**config.mk**
```make
export PLATFORM = sky130hd
export DESIGN_NAME = track_section_occupancy_table_unit_flat
export DESIGN_NICKNAME = d
export VERILOG_FILES = /design/src/rtl/core/tso_pkg.sv /design/src/rtl/core/tso_if.sv /design/src/rtl/core/tso_ram.sv /design/src/rtl/core/tso_op_unit.sv /design/src/rtl/core/track_section_occupancy_table_unit.sv /design/src/flat_wrapper.sv
export SDC_FILE = /design/constraint.sdc
export NUM_CORES = 1
export LEC_CHECK = 0
export ABC_CLOCK_PERIOD_IN_PS = 5750
export BUFFER_PORTS_ARGS = -buffer_cell sky130_fd_sc_hd__buf_2
export CORE_MARGIN = 1
export CORE_UTILIZATION = 45
export DETAILED_ROUTE_END_ITERATION = 7
export GPL_TIMING_DRIVEN = 0
export PLACE_DENSITY_LB_ADDON = 0.12
export SYNTH_ARGS = -nofsm -noshare
export SYNTH_HDL_FRONTEND = slang
export SYNTH_SLANG_ARGS = --single-unit
export TNS_END_PERCENT = 50
```
**constraint.sdc**
```tcl
create_clock -name clk -period 5.75 [get_ports clk]
set_input_delay 0.575 -clock clk [delete_from_list [all_inputs] [get_ports clk]]
set_output_delay 0.575 -clock clk [all_outputs]
set_load 0.1 [all_outputs]
```
**src/rtl/core/tso_pkg.sv**
```systemverilog
`default_nettype none
// ============================================================================
// tso_pkg
// Shared widths, codes and types of the track section occupancy table.
// ============================================================================
package tso_pkg;

    // Fixed field widths
    localparam int OP_W       = 3;
    localparam int SEC_W      = 6;
    localparam int TRAIN_W    = 16;
    localparam int STATUS_W   = 3;
    localparam int COUNT_W    = 6;
    localparam int CFG_IDX_W  = 2;
    localparam int CFG_DATA_W = 32;
    localparam int NSEC_CFG_W = 6;
    localparam int MAXT_W     = 5;
    localparam int MASK_W     = 32;

    // Register reset values
    localparam logic [NSEC_CFG_W-1:0] NUM_SECTIONS_RST = 6'd32;
    localparam logic [MAXT_W-1:0]     MAX_TRAINS_RST   = 5'd31;
    localparam logic [MASK_W-1:0]     ENTRY_MASK_RST   = 32'd0;

    localparam logic [COUNT_W-1:0] COUNT_MAX = {COUNT_W{1'b1}};

    typedef enum logic [OP_W-1:0] {
        OP_INSPECT     = 3'd0,
        OP_OCCUPY      = 3'd1,
        OP_RELEASE     = 3'd2,
        OP_INSERT      = 3'd3,
        OP_ENTRY_REQ   = 3'd4,
        OP_ENTRY_COMMIT = 3'd5,
        OP_ENTRY_CANCEL = 3'd6,
        OP_EXIT        = 3'd7
    } tso_op_e;

    typedef enum logic [STATUS_W-1:0] {
        ST_OK       = 3'd0,
        ST_RANGE    = 3'd1,
        ST_OCC      = 3'd2,
        ST_NOTBUSY  = 3'd3,
        ST_LIMIT    = 3'd4,
        ST_NOTENTRY = 3'd5,
        ST_NOPEND   = 3'd6
    } tso_status_e;

    typedef enum logic [CFG_IDX_W-1:0] {
        CFG_NUM_SECTIONS = 2'd0,
        CFG_MAX_TRAINS   = 2'd1,
        CFG_ENTRY_MASK   = 2'd2
    } tso_cfg_idx_e;

    typedef enum logic {
        S_IDLE   = 1'b0,
        S_LOOKUP = 1'b1
    } tso_state_e;

    // Decision of the op unit for one request
    typedef struct packed {
        tso_status_e status;
        logic        granted;
        logic        wr_en;
        logic        take_new;
        logic        count_dn;
    } tso_ctrl_t;

endpackage
`default_nettype wire

```
**src/rtl/core/tso_if.sv**
```systemverilog
`default_nettype none
// ============================================================================
// tso_if
// Request, result and register write channels (valid/ready handshake).
// ============================================================================
interface tso_evt_if;
    logic              valid;
    logic              ready;
    tso_pkg::tso_op_e  op;
    logic [5:0]        section;
    logic [15:0]       train;

    modport source (output valid, op, section, train, input ready);
    modport sink   (input valid, op, section, train, output ready);
endinterface

interface tso_res_if;
    logic                  valid;
    logic                  ready;
    tso_pkg::tso_status_e  status;
    logic                  granted;
    logic                  busy_res;
    logic [15:0]           train_id;
    logic [5:0]            train_count;

    modport source (output valid, status, granted, busy_res, train_id, train_count,
                    input ready);
    modport sink   (input valid, status, granted, busy_res, train_id, train_count,
                    output ready);
endinterface

interface tso_cfg_if;
    logic        valid;
    logic        ready;
    logic [1:0]  index;
    logic [31:0] data;

    modport source (output valid, index, data, input ready);
    modport sink   (input valid, index, data, output ready);
endinterface
`default_nettype wire

```
**src/rtl/core/tso_ram.sv**
```systemverilog
`default_nettype none
// ============================================================================
// tso_ram
// Generic single-write, single-read RAM with registered read data.
// ============================================================================
module tso_ram #(
    parameter int WIDTH = 8,
    parameter int DEPTH = 32,
    localparam int AW   = (DEPTH > 1) ? $clog2(DEPTH) : 1
) (
    input  wire logic             clk,
    input  wire logic             wr_en,
    input  wire logic [AW-1:0]    wr_addr,
    input  wire logic [WIDTH-1:0] wr_data,
    input  wire logic             rd_en,
    input  wire logic [AW-1:0]    rd_addr,
    output logic      [WIDTH-1:0] rd_data
);

    logic [WIDTH-1:0] mem [DEPTH];

    always_ff @(posedge clk)
    begin
        if (wr_en)
        begin
            mem[wr_addr] <= wr_data;
        end
        if (rd_en)
        begin
            rd_data <= mem[rd_addr];
        end
    end

endmodule
`default_nettype wire

```
**src/rtl/core/tso_op_unit.sv**
```systemverilog
`default_nettype none
// ============================================================================
// tso_op_unit
// Checks one request against the section entry and computes the new entry.
// ============================================================================
module tso_op_unit #(
    parameter int ID_W = 16
) (
    input  wire tso_pkg::tso_op_e op,
    input  wire logic             in_range,
    input  wire logic             is_entry,
    input  wire logic             full,
    input  wire logic [ID_W-1:0]  train,
    input  wire logic [ID_W-1:0]  next_id,
    input  wire logic             occ,
    input  wire logic             pend,
    input  wire logic [ID_W-1:0]  holder,
    output tso_pkg::tso_ctrl_t    ctrl,
    output logic                  occ_new,
    output logic                  pend_new,
    output logic [ID_W-1:0]       holder_new
);
    import tso_pkg::*;

    always_comb
    begin
        ctrl       = '{status: ST_OK, granted: 1'b0, wr_en: 1'b0,
                       take_new: 1'b0, count_dn: 1'b0};
        occ_new    = occ;
        pend_new   = pend;
        holder_new = holder;
        if (!in_range)
        begin
            ctrl.status = ST_RANGE;
        end
        else
        begin
            case (op)
                OP_OCCUPY:
                begin
                    if (occ) ctrl.status = ST_OCC;
                    else
                    begin
                        occ_new    = 1'b1;
                        holder_new = train;
                        ctrl.wr_en = 1'b1;
                    end
                end
                OP_RELEASE:
                begin
                    if (!occ) ctrl.status = ST_NOTBUSY;
                    else
                    begin
                        occ_new    = 1'b0;
                        holder_new = '0;
                        ctrl.wr_en = 1'b1;
                    end
                end
                OP_INSERT:
                begin
                    if (full) ctrl.status = ST_LIMIT;
                    else if (occ) ctrl.status = ST_OCC;
                    else
                    begin
                        occ_new       = 1'b1;
                        holder_new    = next_id;
                        ctrl.take_new = 1'b1;
                        ctrl.wr_en    = 1'b1;
                    end
                end
                OP_ENTRY_REQ:
                begin
                    if (full) ctrl.status = ST_LIMIT;
                    else if (!is_entry) ctrl.status = ST_NOTENTRY;
                    else if (!pend)
                    begin
                        pend_new     = 1'b1;
                        ctrl.granted = 1'b1;
                        ctrl.wr_en   = 1'b1;
                    end
                end
                OP_ENTRY_COMMIT:
                begin
                    if (!is_entry) ctrl.status = ST_NOTENTRY;
                    else if (!pend) ctrl.status = ST_NOPEND;
                    else if (occ) ctrl.status = ST_OCC;
                    else
                    begin
                        pend_new      = 1'b0;
                        occ_new       = 1'b1;
                        holder_new    = next_id;
                        ctrl.take_new = 1'b1;
                        ctrl.wr_en    = 1'b1;
                    end
                end
                OP_ENTRY_CANCEL:
                begin
                    if (!is_entry) ctrl.status = ST_NOTENTRY;
                    else if (!pend) ctrl.status = ST_NOPEND;
                    else
                    begin
                        pend_new   = 1'b0;
                        ctrl.wr_en = 1'b1;
                    end
                end
                OP_EXIT:
                begin
                    if (!is_entry) ctrl.status = ST_NOTENTRY;
                    else if (!occ) ctrl.status = ST_NOTBUSY;
                    else
                    begin
                        occ_new       = 1'b0;
                        holder_new    = '0;
                        ctrl.count_dn = 1'b1;
                        ctrl.wr_en    = 1'b1;
                    end
                end
                default:
                begin
                    ctrl.status = ST_OK;
                end
            endcase
        end
    end

endmodule
`default_nettype wire

```
**src/rtl/core/track_section_occupancy_table_unit.sv**
```systemverilog
`default_nettype none
// ============================================================================
// track_section_occupancy_table_unit
// Per-section occupancy table with train count, id counter and entry points.
// ============================================================================
// The table (busy flag, entry-pending flag and holder id per section) lives in
// one RAM with a registered read. A request is taken when the block is idle
// and the result register is empty or being drained; the following cycle reads
// the entry back, runs the checks, writes the updated entry and loads the
// result register. No new request is taken until the last one has loaded its
// result, and since only one request is in flight the write always lands
// before the next read, so no forwarding path exists. Each section has a
// valid flip-flop cleared by reset; an entry never written reads as free, so
// there is no clearing pass and the block is ready as soon as reset drops.
// Register writes are always taken and should be issued only while no request
// is outstanding. Sections at or above the smaller of num_sections and
// NUM_SECTIONS are out of range and report a free, idle section; entry points
// exist only below section 32.
module track_section_occupancy_table_unit #(
    parameter int NUM_SECTIONS  = 32,
    parameter int TRAIN_ID_BITS = 16
) (
    input  wire logic   clk,
    input  wire logic   rst_n,
    tso_cfg_if.sink     cfg,
    tso_evt_if.sink     evt,
    tso_res_if.source   res
);
    import tso_pkg::*;

    localparam int IDX_W   = $clog2(NUM_SECTIONS);
    localparam int ENTRY_W = TRAIN_ID_BITS + 2;
    localparam logic [SEC_W:0] SEC_LIMIT = (SEC_W + 1)'(NUM_SECTIONS);

    // Register file
    logic [NSEC_CFG_W-1:0] num_sections_reg;
    logic [MAXT_W-1:0]     max_trains_reg;
    logic [MASK_W-1:0]     entry_mask_reg;

    // Control and counters
    tso_state_e          state_reg, state_next;
    logic                out_valid_reg;
    logic [COUNT_W-1:0]  count_reg, count_next;
    logic [TRAIN_ID_BITS-1:0] next_id_reg, next_id_next;
    logic [NUM_SECTIONS-1:0]  valid_reg;

    // Held request
    tso_op_e                  op_reg;
    logic [SEC_W-1:0]         sec_reg;
    logic [TRAIN_ID_BITS-1:0] train_reg;

    // Result payload
    tso_status_e        status_reg;
    logic               granted_reg;
    logic               busy_reg;
    logic [TRAIN_W-1:0] train_id_reg;
    logic [COUNT_W-1:0] count_out_reg;

    logic accept;
    logic rd_en;
    logic tbl_wr;
    logic [IDX_W-1:0]   sec_idx;
    logic [ENTRY_W-1:0] rd_data;
    logic [ENTRY_W-1:0] entry;
    logic [ENTRY_W-1:0] wr_data;

    logic in_range, is_entry, full;
    tso_ctrl_t ctrl;
    logic occ_new, pend_new;
    logic [TRAIN_ID_BITS-1:0] holder_new;
    logic show;

    // ---------------------------------------------------------------- config
    assign cfg.ready = 1'b1;

    always_ff @(posedge clk or negedge rst_n)
    begin
        if (!rst_n)
        begin
            num_sections_reg <= NUM_SECTIONS_RST;
            max_trains_reg   <= MAX_TRAINS_RST;
            entry_mask_reg   <= ENTRY_MASK_RST;
        end
        else if (cfg.valid)
        begin
            case (cfg.index)
                CFG_NUM_SECTIONS: num_sections_reg <= cfg.data[NSEC_CFG_W-1:0];
                CFG_MAX_TRAINS:   max_trains_reg   <= cfg.data[MAXT_W-1:0];
                CFG_ENTRY_MASK:   entry_mask_reg   <= cfg.data[MASK_W-1:0];
                default:          ;  // drop writes to unused indexes
            endcase
        end
    end

    // ----------------------------------------------------------- sequencing
    always_comb
    begin
        state_next = state_reg;
        case (state_reg)
            S_IDLE:   if (accept) state_next = S_LOOKUP;
            S_LOOKUP: state_next = S_IDLE;
            default:  state_next = S_IDLE;
        endcase
    end

    // Take a request only when the result register will be free for it
    always_comb
    begin
        evt.ready = 1'b0;
        tbl_wr    = 1'b0;
        case (state_reg)
            S_IDLE:   evt.ready = !out_valid_reg || res.ready;
            S_LOOKUP: tbl_wr    = ctrl.wr_en;
            default:  evt.ready = 1'b0;
        endcase
    end

    assign accept = evt.valid && evt.ready;
    assign rd_en  = accept;

    always_ff @(posedge clk or negedge rst_n)
    begin
        if (!rst_n)
        begin
            state_reg     <= S_IDLE;
            out_valid_reg <= 1'b0;
            count_reg     <= '0;
            next_id_reg   <= '0;
            valid_reg     <= '0;
        end
        else
        begin
            state_reg <= state_next;
            if (state_reg == S_LOOKUP)
            begin
                out_valid_reg <= 1'b1;
            end
            else if (res.ready)
            begin
                out_valid_reg <= 1'b0;
            end
            count_reg   <= count_next;
            next_id_reg <= next_id_next;
            if (tbl_wr)
            begin
                valid_reg[sec_idx] <= 1'b1;
            end
        end
    end

    // Hold the request while its entry is read
    always_ff @(posedge clk)
    begin
        if (accept)
        begin
            op_reg    <= evt.op;
            sec_reg   <= evt.section;
            train_reg <= TRAIN_ID_BITS'(evt.train);
        end
    end

    // ---------------------------------------------------------------- table
    assign sec_idx = sec_reg[IDX_W-1:0];

    tso_ram #(
        .WIDTH (ENTRY_W),
        .DEPTH (NUM_SECTIONS)
    ) u_table (
        .clk     (clk),
        .wr_en   (tbl_wr),
        .wr_addr (sec_idx),
        .wr_data (wr_data),
        .rd_en   (rd_en),
        .rd_addr (evt.section[IDX_W-1:0]),
        .rd_data (rd_data)
    );

    // A section never written reads as free
    assign entry   = valid_reg[sec_idx] ? rd_data : '0;
    assign wr_data = {pend_new, occ_new, holder_new};

    // ---------------------------------------------------------------- checks
    assign in_range = ({1'b0, sec_reg} < {1'b0, num_sections_reg})
                   && ({1'b0, sec_reg} < SEC_LIMIT);
    assign is_entry = !sec_reg[SEC_W-1] && entry_mask_reg[sec_reg[4:0]];
    assign full     = count_reg >= {1'b0, max_trains_reg};

    tso_op_unit #(
        .ID_W (TRAIN_ID_BITS)
    ) u_op (
        .op         (op_reg),
        .in_range   (in_range),
        .is_entry   (is_entry),
        .full       (full),
        .train      (train_reg),
        .next_id    (next_id_reg),
        .occ        (entry[TRAIN_ID_BITS]),
        .pend       (entry[TRAIN_ID_BITS+1]),
        .holder     (entry[TRAIN_ID_BITS-1:0]),
        .ctrl       (ctrl),
        .occ_new    (occ_new),
        .pend_new   (pend_new),
        .holder_new (holder_new)
    );

    // Advance the counters on a new train, lower the count on an exit; the count saturates at both ends
    always_comb
    begin
        count_next   = count_reg;
        next_id_next = next_id_reg;
        if (state_reg == S_LOOKUP)
        begin
            if (ctrl.take_new)
            begin
                next_id_next = next_id_reg + 1'b1;
                if (count_reg != COUNT_MAX)
                begin
                    count_next = count_reg + 1'b1;
                end
            end
            else if (ctrl.count_dn && (count_reg != '0))
            begin
                count_next = count_reg - 1'b1;
            end
        end
    end

    // --------------------------------------------------------------- result
    assign show = in_range && occ_new;

    always_ff @(posedge clk)
    begin
        if (state_reg == S_LOOKUP)
        begin
            status_reg    <= ctrl.status;
            granted_reg   <= ctrl.granted;
            busy_reg      <= show;
            train_id_reg  <= show ? TRAIN_W'(holder_new) : '0;
            count_out_reg <= count_next;
        end
    end

    assign res.valid       = out_valid_reg;
    assign res.status      = status_reg;
    assign res.granted     = granted_reg;
    assign res.busy_res    = busy_reg;
    assign res.train_id    = train_id_reg;
    assign res.train_count = count_out_reg;

endmodule
`default_nettype wire
```
**src/flat_wrapper.sv**
```systemverilog
// flat-port wrapper written by rule: the top's interface ports become plain ports
module track_section_occupancy_table_unit_flat import tso_pkg::*;
#(
    parameter int NUM_SECTIONS  = 32,
    parameter int TRAIN_ID_BITS = 16
)
  (clk, rst_n, cfg_valid, cfg_index, cfg_data, cfg_ready, evt_valid, evt_op, evt_section, evt_train, evt_ready, res_valid, res_status, res_granted, res_busy_res, res_train_id, res_train_count, res_ready);
  tso_cfg_if cfg_i ();
  tso_evt_if evt_i ();
  tso_res_if res_i ();
  input  wire logic clk;
  input  wire logic rst_n;
  input wire logic [$bits(cfg_i.valid)-1:0] cfg_valid;
  input wire logic [$bits(cfg_i.index)-1:0] cfg_index;
  input wire logic [$bits(cfg_i.data)-1:0] cfg_data;
  output wire logic [$bits(cfg_i.ready)-1:0] cfg_ready;
  input wire logic [$bits(evt_i.valid)-1:0] evt_valid;
  input wire logic [$bits(evt_i.op)-1:0] evt_op;
  input wire logic [$bits(evt_i.section)-1:0] evt_section;
  input wire logic [$bits(evt_i.train)-1:0] evt_train;
  output wire logic [$bits(evt_i.ready)-1:0] evt_ready;
  output wire logic [$bits(res_i.valid)-1:0] res_valid;
  output wire logic [$bits(res_i.status)-1:0] res_status;
  output wire logic [$bits(res_i.granted)-1:0] res_granted;
  output wire logic [$bits(res_i.busy_res)-1:0] res_busy_res;
  output wire logic [$bits(res_i.train_id)-1:0] res_train_id;
  output wire logic [$bits(res_i.train_count)-1:0] res_train_count;
  input wire logic [$bits(res_i.ready)-1:0] res_ready;
  assign cfg_i.valid = cfg_valid;
  assign cfg_i.index = cfg_index;
  assign cfg_i.data = cfg_data;
  assign cfg_ready = cfg_i.ready;
  assign evt_i.valid = evt_valid;
  assign evt_i.op = evt_op;
  assign evt_i.section = evt_section;
  assign evt_i.train = evt_train;
  assign evt_ready = evt_i.ready;
  assign res_valid = res_i.valid;
  assign res_status = res_i.status;
  assign res_granted = res_i.granted;
  assign res_busy_res = res_i.busy_res;
  assign res_train_id = res_i.train_id;
  assign res_train_count = res_i.train_count;
  assign res_i.ready = res_ready;
  track_section_occupancy_table_unit #(.NUM_SECTIONS(NUM_SECTIONS), .TRAIN_ID_BITS(TRAIN_ID_BITS)) u_core (.clk(clk), .rst_n(rst_n), .cfg(cfg_i), .evt(evt_i), .res(res_i));
endmodule
```
==> Word level (Yosys, flattened, before mapping) <==
Memory sizes are Yosys's and may differ from the RTL's. A register that Yosys moved wholly into a read port is not among the register bits.
Index checks and enable logic that the tools add are counted.
{ "word_totals": {"register_bits": 151, "latchBits": 0, "ramBits": 576, "rom_bits": 0, "in_bits": 64, "output_inout_bits": 30, "word_cells": 125, "memories": 1} }
{ "op_classes": {"add_sub_neg": 3, "multipliers": 0, "n_div": 0, "order_cmp": 5, "eq_ne": 10, "n_shift": 0, "mux": 68, "n_bitwise": 5, "n_reduce_logical": 17} }
{ "memory_table": {"columns": ["memory", "depth", "width", "read_ports", "rd_clocked_by_memory_dff", "write_ports", "line", "text"], "rows": [
  ["u_core.u_table.mem", 32, 18, 1, 1, 1, "tso_ram.sv:20", "logic [WIDTH-1:0] mem [DEPTH];"]
]} }
{ "ops": {"columns": ["operator", "n"], "rows": [
  ["two-way mux 16 bit", 8],
  ["case mux 16 bit (5 select lines)", 1],
  ["bitwise OR 32 bit", 1],
  ["two-way mux 1 bit", 27],
  ["two-way mux 3 bit", 9],
  ["two-way mux 6 bit", 4],
  ["case mux 3 bit (7 select lines)", 1],
  ["two-way mux 18 bit", 1],
  ["two-way mux 2 bit", 9],
  ["adder 16 x 1 -> 16 bit (second input constant)", 1],
  ["== test 3 bit (second input constant)", 4],
  ["binary-select mux 1 bit (select 5 bit)", 2],
  ["AND reduction 2 bit", 4],
  ["case mux 1 bit (7 select lines)", 1],
  ["adder 6 x 1 -> 6 bit (second input constant)", 1],
  ["== test 3 x 2 -> 1 bit (second input constant)", 2],
  [">= comparator 6 x 5 -> 1 bit", 1],
  ["logical AND 1 bit", 6],
  ["< comparator 5 x 6 -> 1 bit (second input constant)", 1],
  ["< comparator 6 bit", 1],
  ["< comparator 6 bit (second input constant)", 1],
  ["inequality test 6 bit (second input constant)", 1],
  ["nonzero test 6 bit", 1],
  ["subtractor 6 x 1 -> 6 bit (second input constant)", 1],
  ["other kinds (14)", 19]
]} }

==> Logic depth before layout (Yosys ltp) <==
{ "logic_depth": {"depth_word": 12, "depth_mapped": 13, "mapped_depth_nobuf": 10} }

==> By module <==
Synthesis repeated with hierarchy kept, for this count alone.
{ "hier_totals": {"hier_cells": 1946, "area_unflattened_um2": 31052.3} }
{ "modules_own_cells": {"columns": ["mod", "instances", "cells_per_inst", "area_each_um2", "seq_area_each_um2"], "rows": [
  ["tso_ram", 1, 1278, 23231.0, 17837.1],
  ["track_section_occupancy_table_unit", 1, 521, 6784.0, 4046.4],
  ["tso_op_unit", 1, 147, 1037.2, 0.0]
]} }

==> Worst setup path before layout <==
Ideal clock, no wire load.
{ "synth_path": {"kind": "register to register", "from": "register u_core.sec_reg[3]", "to": "memory u_core.u_table.mem[14][0] (netlist name), enable pin", "setup_time_ns": 0.416, "t_arrival_ns": 3.955, "t_required_ns": 5.334, "setup_slack_ns": 1.380, "path_stages_with_launch": 12, "n_path_buf": 3, "period_less_slack_ns": 4.370, "path_cell_list": "edfxtp_1 -> buf_6 -> or3_1 -> buf_2 -> o221ai_1 -> a222oi_1 -> a31oi_2 -> nand4b_1 -> a2111oi_4 -> a211oi_4 -> buf_4 -> nor3_1"} }
{ "synth_between": {"elab_chain_len": 11, "elab_cells_between_ends": 26, "cone_classes": "order compare (2); mux (22); reduce/logical (2)"} }
{ "synth_rtl": {"columns": ["element", "line", "text"], "rows": [
  ["start, declared", "track_section_occupancy_table_unit.sv:49", "logic [SEC_W-1:0] sec_reg;"],
  ["start signal, assigned", "track_section_occupancy_table_unit.sv:157", "sec_reg <= evt.section;"],
  ["binary-select mux 1 bit (select 5 bit)", "track_section_occupancy_table_unit.sv:179", "assign entry = valid_reg[sec_idx] ? rd_data : '0;"],
  ["two-way mux 1 bit (implied by the code)", "track_section_occupancy_table_unit.sv:179", null],
  ["two-way mux 18 bit", "track_section_occupancy_table_unit.sv:179", null],
  ["two-way mux 2 bit, on equally long branches", "tso_op_unit.sv:62, tso_op_unit.sv:86, tso_op_unit.sv:75", null],
  ["two-way mux 2 bit, on equally long branches", "tso_op_unit.sv:85, tso_op_unit.sv:74", null],
  ["two-way mux 2 bit, on equally long branches", "tso_op_unit.sv:84, tso_op_unit.sv:73", null],
  ["case mux 1 bit (7 select lines)", "tso_op_unit.sv:38", "case (op)"],
  ["two-way mux 3 bit", "tso_op_unit.sv:32", "if (!in_range)"],
  ["two-way mux 1 bit", "track_section_occupancy_table_unit.sv:111", "case (state_reg)"],
  ["two-way mux 1 bit", "tso_ram.sv:24", "if (wr_en)"],
  ["two-way mux 1 bit (implied by the code)", "tso_ram.sv:26", "mem[wr_addr] <= wr_data;"],
  ["end, declared", "tso_ram.sv:20", null]
]} }
Parallel ways exist; a longest one is shown, timed or not. The select of a mux whose other input is x is not followed.

==> Worst setup path after layout <==
{ "layout_path": {"from": "register u_core.sec_reg[4]", "to": "memory u_core.u_table.mem[17][7] (netlist name), data pin"} }
{ "layout_between": {"elab_chain_len": 8, "elab_cells_between_ends": 18, "cone_classes": "order compare (2); mux (14); reduce/logical (2)"} }
{ "layout_rtl": {"columns": ["element", "line", "text"], "rows": [
  ["binary-select mux 1 bit (select 5 bit)", "track_section_occupancy_table_unit.sv:179", null],
  ["two-way mux 1 bit (implied by the code)", "track_section_occupancy_table_unit.sv:179", null],
  ["two-way mux 18 bit", "track_section_occupancy_table_unit.sv:179", null],
  ["two-way mux 16 bit", "tso_op_unit.sv:62, tso_op_unit.sv:86", null],
  ["two-way mux 16 bit", "tso_op_unit.sv:85", "else if (!pend) ctrl.status = ST_NOPEND;"],
  ["two-way mux 16 bit", "tso_op_unit.sv:84", "if (!is_entry) ctrl.status = ST_NOTENTRY;"],
  ["case mux 16 bit (5 select lines)", "tso_op_unit.sv:38", null],
  ["two-way mux 16 bit *", "tso_op_unit.sv:32", null],
  ["named net u_core.holder_new[7]", "track_section_occupancy_table_unit.sv:70", "logic [TRAIN_ID_BITS-1:0] holder_new;"]
]} }
Mark *: on every way through the listed nets, which the timed path passes. The rest lies on a longest branch. The select of a mux whose other input is x is not followed.

==> flow_summary.toml <==
[cells_and_area]
largest_register_ffs = 576
n_antenna_cell = 0
multi_input_area_um2 = 7876
final_util = 0.5337
drive_gt1_frac = 0.3355
n_fill_cell = 5188
area_growth_syn_to_layout_pct = 16.74
final_net_count = 1866
register_area_um2 = 21880

[detailed_routing]
drtIter0Drc = 1677
viasPerCell = 5.811
drt-wirelength-per-cell_um = 26.60
first_pass_iters = 8
vias = 15794
drc_errors = 5
routed_wl_um = 72310
ant_nets = 0

[logic_synthesis]
synth_edf_count = 646
ys.flop_type = "edfxtp_1"
synth_warnings = 0
ys_seq_area_frac = 0.7241
async_flop_share = 0.1329
synth_area_per_cell_um2 = 19.52
syn_nets = 1626
netlist_area_um2 = 30220
synthCells = 1548
ys_ff_latch = 745
ys_types = 77

[pwr]
pwr-share-seq = 0.504
internal_power_uw = 9353
p_sw_uw = 2872
p_leak_uw = 0.01204
switching_share = 0.2349
p_clk_frac = 0.411
cellPowerDensity_nw_per_um2 = 346.6
max-vdd-ir-drop_mv = 0.2463
pwr-share-comb = 0.085

[timing]
rsz0062_at_grt = "false"
worstMarginPinSlew_ns = 1.241
finalCritPeriodShare = 0.8988
finalWorstSetupSlack_ns = 0.5822
final_max_slew_viol_count = 0
min_period_ns = 5.168
relSlewSlack = 0.1705
setup_viol = 0
hold_violations = 0
skew_ns = 0.03257
clock.fmax_mhz = 193.5

[critical_path]
rr_worst_depth = 12
r2r_start = "u_core.sec_reg[4]$_DFFE_PP_"
crit_type = "reg -> reg"
reg2reg_slack_ns = 0.58
crit_fanout = 32
path_cells = "buf_2 > buf_4 > nand3b_1 > nor2_1 > or4_1 > a211o_1 > nand4b_1 > buf_2 > a21oi_2 > buf_2 > a22oi_1 > nand2_1"
path_delay_family = "simple AND/OR/NAND/NOR gates"
endpoint_kind = "register"
slowest_stage = "nand2_1"
crit_path_max_incr_delay_ns = 0.82
critPathRequiredTime_ns = 5.83
reg2reg_to = "u_core.u_table.mem[17][7]$_DFFE_PP_"
crit_path_start_kind = "register"
critPathArrivalTime_ns = 5.25
cp_num_buf_inv = 4
critPathMostFrequentCell = "buf_2"

[clock_tree]
clk_pin_slew_ns = 0.06
numCtsBuffers = 79
cts_max_level = 3
max-clock-path-buffers = 3
cts.sinks = 745
worst_skew_pair.late_latency_ns = 0.63
cts_tree = "built"
cts-root-buf = "clkbuf_16"
cts_resized = 0

[placement]
dp_hpwl_um = 50770
numPortBuffers = 92
globalplace.congestion = 0.8643
dp_slack_ns = 0.5932

[hold_path]
min_to = "u_core.train_reg[2]$_DFFE_PP_"
hp-class = "in -> reg"
holdPathStages = 1
min-delay-start = "evt_train[2]"

[global_routing]
antenna_found_initial = 0
grt_pass1_vias = 16451
grt_remaining_overflow = 0
grt_max_degree = 65
grt.total_usage = 0.2190
grt_pass1_wl_um = 107500

[floorplan]
die_x_um = 261.1
rows = 94
die_h_um = 261.1
coreArea_um2 = 66100
start_util = 0.4572
die_area_um2 = 68200
ioPinCount = 94

[run_status]
violations = "DRC"
status = "finished with violations"

[flow_run]
max_cap_viol_count = 0
## through the flow
step / cell area, µm² / hold WS [ns] / power [µW] / cells / TNS (ns)
final: 35280 / 0.1258 / 12230 / 2718 / 0
after global routing: 35280 / 0.09429 / 12630 / 2718 / 0
after CTS: 35280 / 0.09081 / 12340 / 2718 / 0
after detailed placement: 32710 / 0.4527 / 7323 / 2570 / 0
after global placement: 31760 / 0.4458 / 7274 / 2504 / -436.94
after floorplan: 30220 / 0.2794 / 6956 / 1548 / 0
## what timing repair did
action | CTS | global route
hold endpoints to repair | 35 | 0
hold buffers | 1 | 0
buffers inserted | 0 | 0
## power by group through the flow
stage | Sequential (µW) | Combinational, µW | Clock, µW
after floorplan | 6360 | 597 | 0
after detailed placement | 6270 | 1050 | 0
after global routing | 6170 | 1130 | 5330
after CTS | 6160 | 1050 | 5120
after global placement | 6270 | 1000 | 0
final | 6160 | 1040 | 5020
## Yosys cell counts, types with 4 or more instances
| master | count | area [µm²] |
|---|---|---|
| o31ai_2 | 22 | 275.3 |
| clkbuf_1 | 47 | 176.4 |
| nand3_1 | 13 | 65.06 |
| o32ai_1 | 4 | 35.03 |
| edfxtp_1 | 646 | 19400 |
| buf_4 | 8 | 60.06 |
| inv_1 | 55 | 206.5 |
| and4_1 | 4 | 35.03 |
| o21ai_0 | 29 | 145.1 |
| mux2i_1 | 24 | 240.2 |
| dfstp_2 | 6 | 157.7 |
| o22ai_1 | 4 | 25.02 |
| and2_1 | 5 | 31.28 |
| nand3b_1 | 7 | 52.55 |
| a211oi_1 | 7 | 52.55 |
| mux2_2 | 60 | 675.7 |
| buf_2 | 14 | 70.07 |
| nand2b_1 | 8 | 50.05 |
| a22oi_1 | 18 | 135.1 |
| ha_1 | 14 | 175.2 |
| a21oi_1 | 27 | 135.1 |
| buf_1 | 19 | 71.32 |
| xnor2_1 | 14 | 122.6 |
| nand2_1 | 44 | 165.2 |
| nor2_1 | 15 | 56.30 |
| nand4_1 | 9 | 56.30 |
| dfrtp_1 | 93 | 2327 |
| o31ai_1 | 13 | 97.59 |
| a21o_1 | 7 | 52.55 |
| and3_1 | 13 | 81.33 |
| buf_6 | 4 | 45.04 |
| a31oi_1 | 7 | 43.79 |
| nor3_1 | 38 | 190.2 |
| mux4_2 | 182 | 4099 |
## layer usage
| layer | track usage | routed length (µm) | up-vias |
|---|---|---|---|
| met2 | 0.3593 | 35710 | 565 |
| met5 | 0 | 0 | - |
| met4 | 0.07122 | 2197 | 0 |
| li1 | - | - | 6825 |
| met1 | 0.2973 | 29820 | 8295 |
| met3 | 0.04026 | 4592 | 109 |
## worst reg2reg max path: cells and delay by family, from the launching register on
kind / cells / cell delay (ns)
AND/OR/NAND/NOR: 5 / 2.22
flip-flops: 1 / 0.39
AO/OA/AOI/OAI: 3 / 1.08
buffers and inverters: 4 / 0.92
## layout by cell type (no fill, tap or decap), types with 5 or more instances in the layout
| cell type | instances |
|---|---|
| mux4_2 | 182 |
| dfrtp_1 | 92 |
| o31ai_1 | 13 |
| nand3b_1 | 7 |
| buf_4 | 18 |
| buf_6 | 53 |
| clkbuf_16 | 80 |
| nand2b_1 | 8 |
| xnor2_1 | 14 |
| nand3_1 | 13 |
| clkinv_1 | 16 |
| dfstp_2 | 6 |
| buf_8 | 5 |
| inv_6 | 5 |
| edfxtp_1 | 646 |
| a211oi_1 | 7 |
| o31ai_2 | 22 |
| bufinv_16 | 7 |
| mux2i_1 | 24 |
| nor3_2 | 32 |
| a21o_1 | 7 |
| inv_1 | 55 |
| o21ai_0 | 29 |
| ha_1 | 14 |
| a22oi_1 | 18 |
| nand4_1 | 9 |
| buf_1 | 19 |
| nor3_1 | 6 |
| buf_2 | 105 |
| clkinv_2 | 16 |
| clkbuf_1 | 61 |
| a31oi_1 | 6 |
| nor2_1 | 14 |
| nand2_1 | 44 |
| a21oi_1 | 26 |
| and3_1 | 13 |
| mux2_2 | 60 |
## how the worst max path moves through the flow
stage | to | cells after the start | from | slack [ns]
after floorplan | u_core.u_table.mem[14][0]$_DFFE_PP_ | 11 | u_core.sec_reg[3]$_DFFE_PP_ | 1.38
after global placement | u_core.u_table.mem[30][7]$_DFFE_PP_ | 11 | u_core.sec_reg[0]$_DFFE_PP_ | -0.98
after detailed placement | u_core.u_table.mem[23][7]$_DFFE_PP_ | 12 | u_core.sec_reg[4]$_DFFE_PP_ | 0.59
after CTS | u_core.u_table.mem[30][7]$_DFFE_PP_ | 12 | u_core.sec_reg[4]$_DFFE_PP_ | 0.56
after global routing | u_core.u_table.mem[23][12]$_DFFE_PP_ | 11 | u_core.sec_reg[4]$_DFFE_PP_ | 0.21
final | u_core.u_table.mem[17][7]$_DFFE_PP_ | 12 | u_core.sec_reg[4]$_DFFE_PP_ | 0.58
## cells by family after synthesis
kind of cell / count (synthesis) / share of synthesized area
AOI/OAI and AO/OA: 176 / 0.04567
xor gates and xnor gates: 17 / 0.004927
adders and majority gates: 14 / 0.005796
buffers and inverters: 148 / 0.02099
DFF: 745 / 0.7241
muxes: 268 / 0.1667
other: 1 / 0.0001241
and+or+nand+nor: 179 / 0.03167
## area by class of cell
class | count | share of cell area
inverter | 55 | 0.005852
clock buffer | 95 | 0.05863
multi-input combinational | 655 | 0.2233
sequential | 745 | 0.6204
tap | 864 | 0.03064
timing repair buffer | 159 | 0.03522
clock inverter | 52 | 0.01390
buffer | 93 | 0.01213
(Power assumes the default switching activity.)
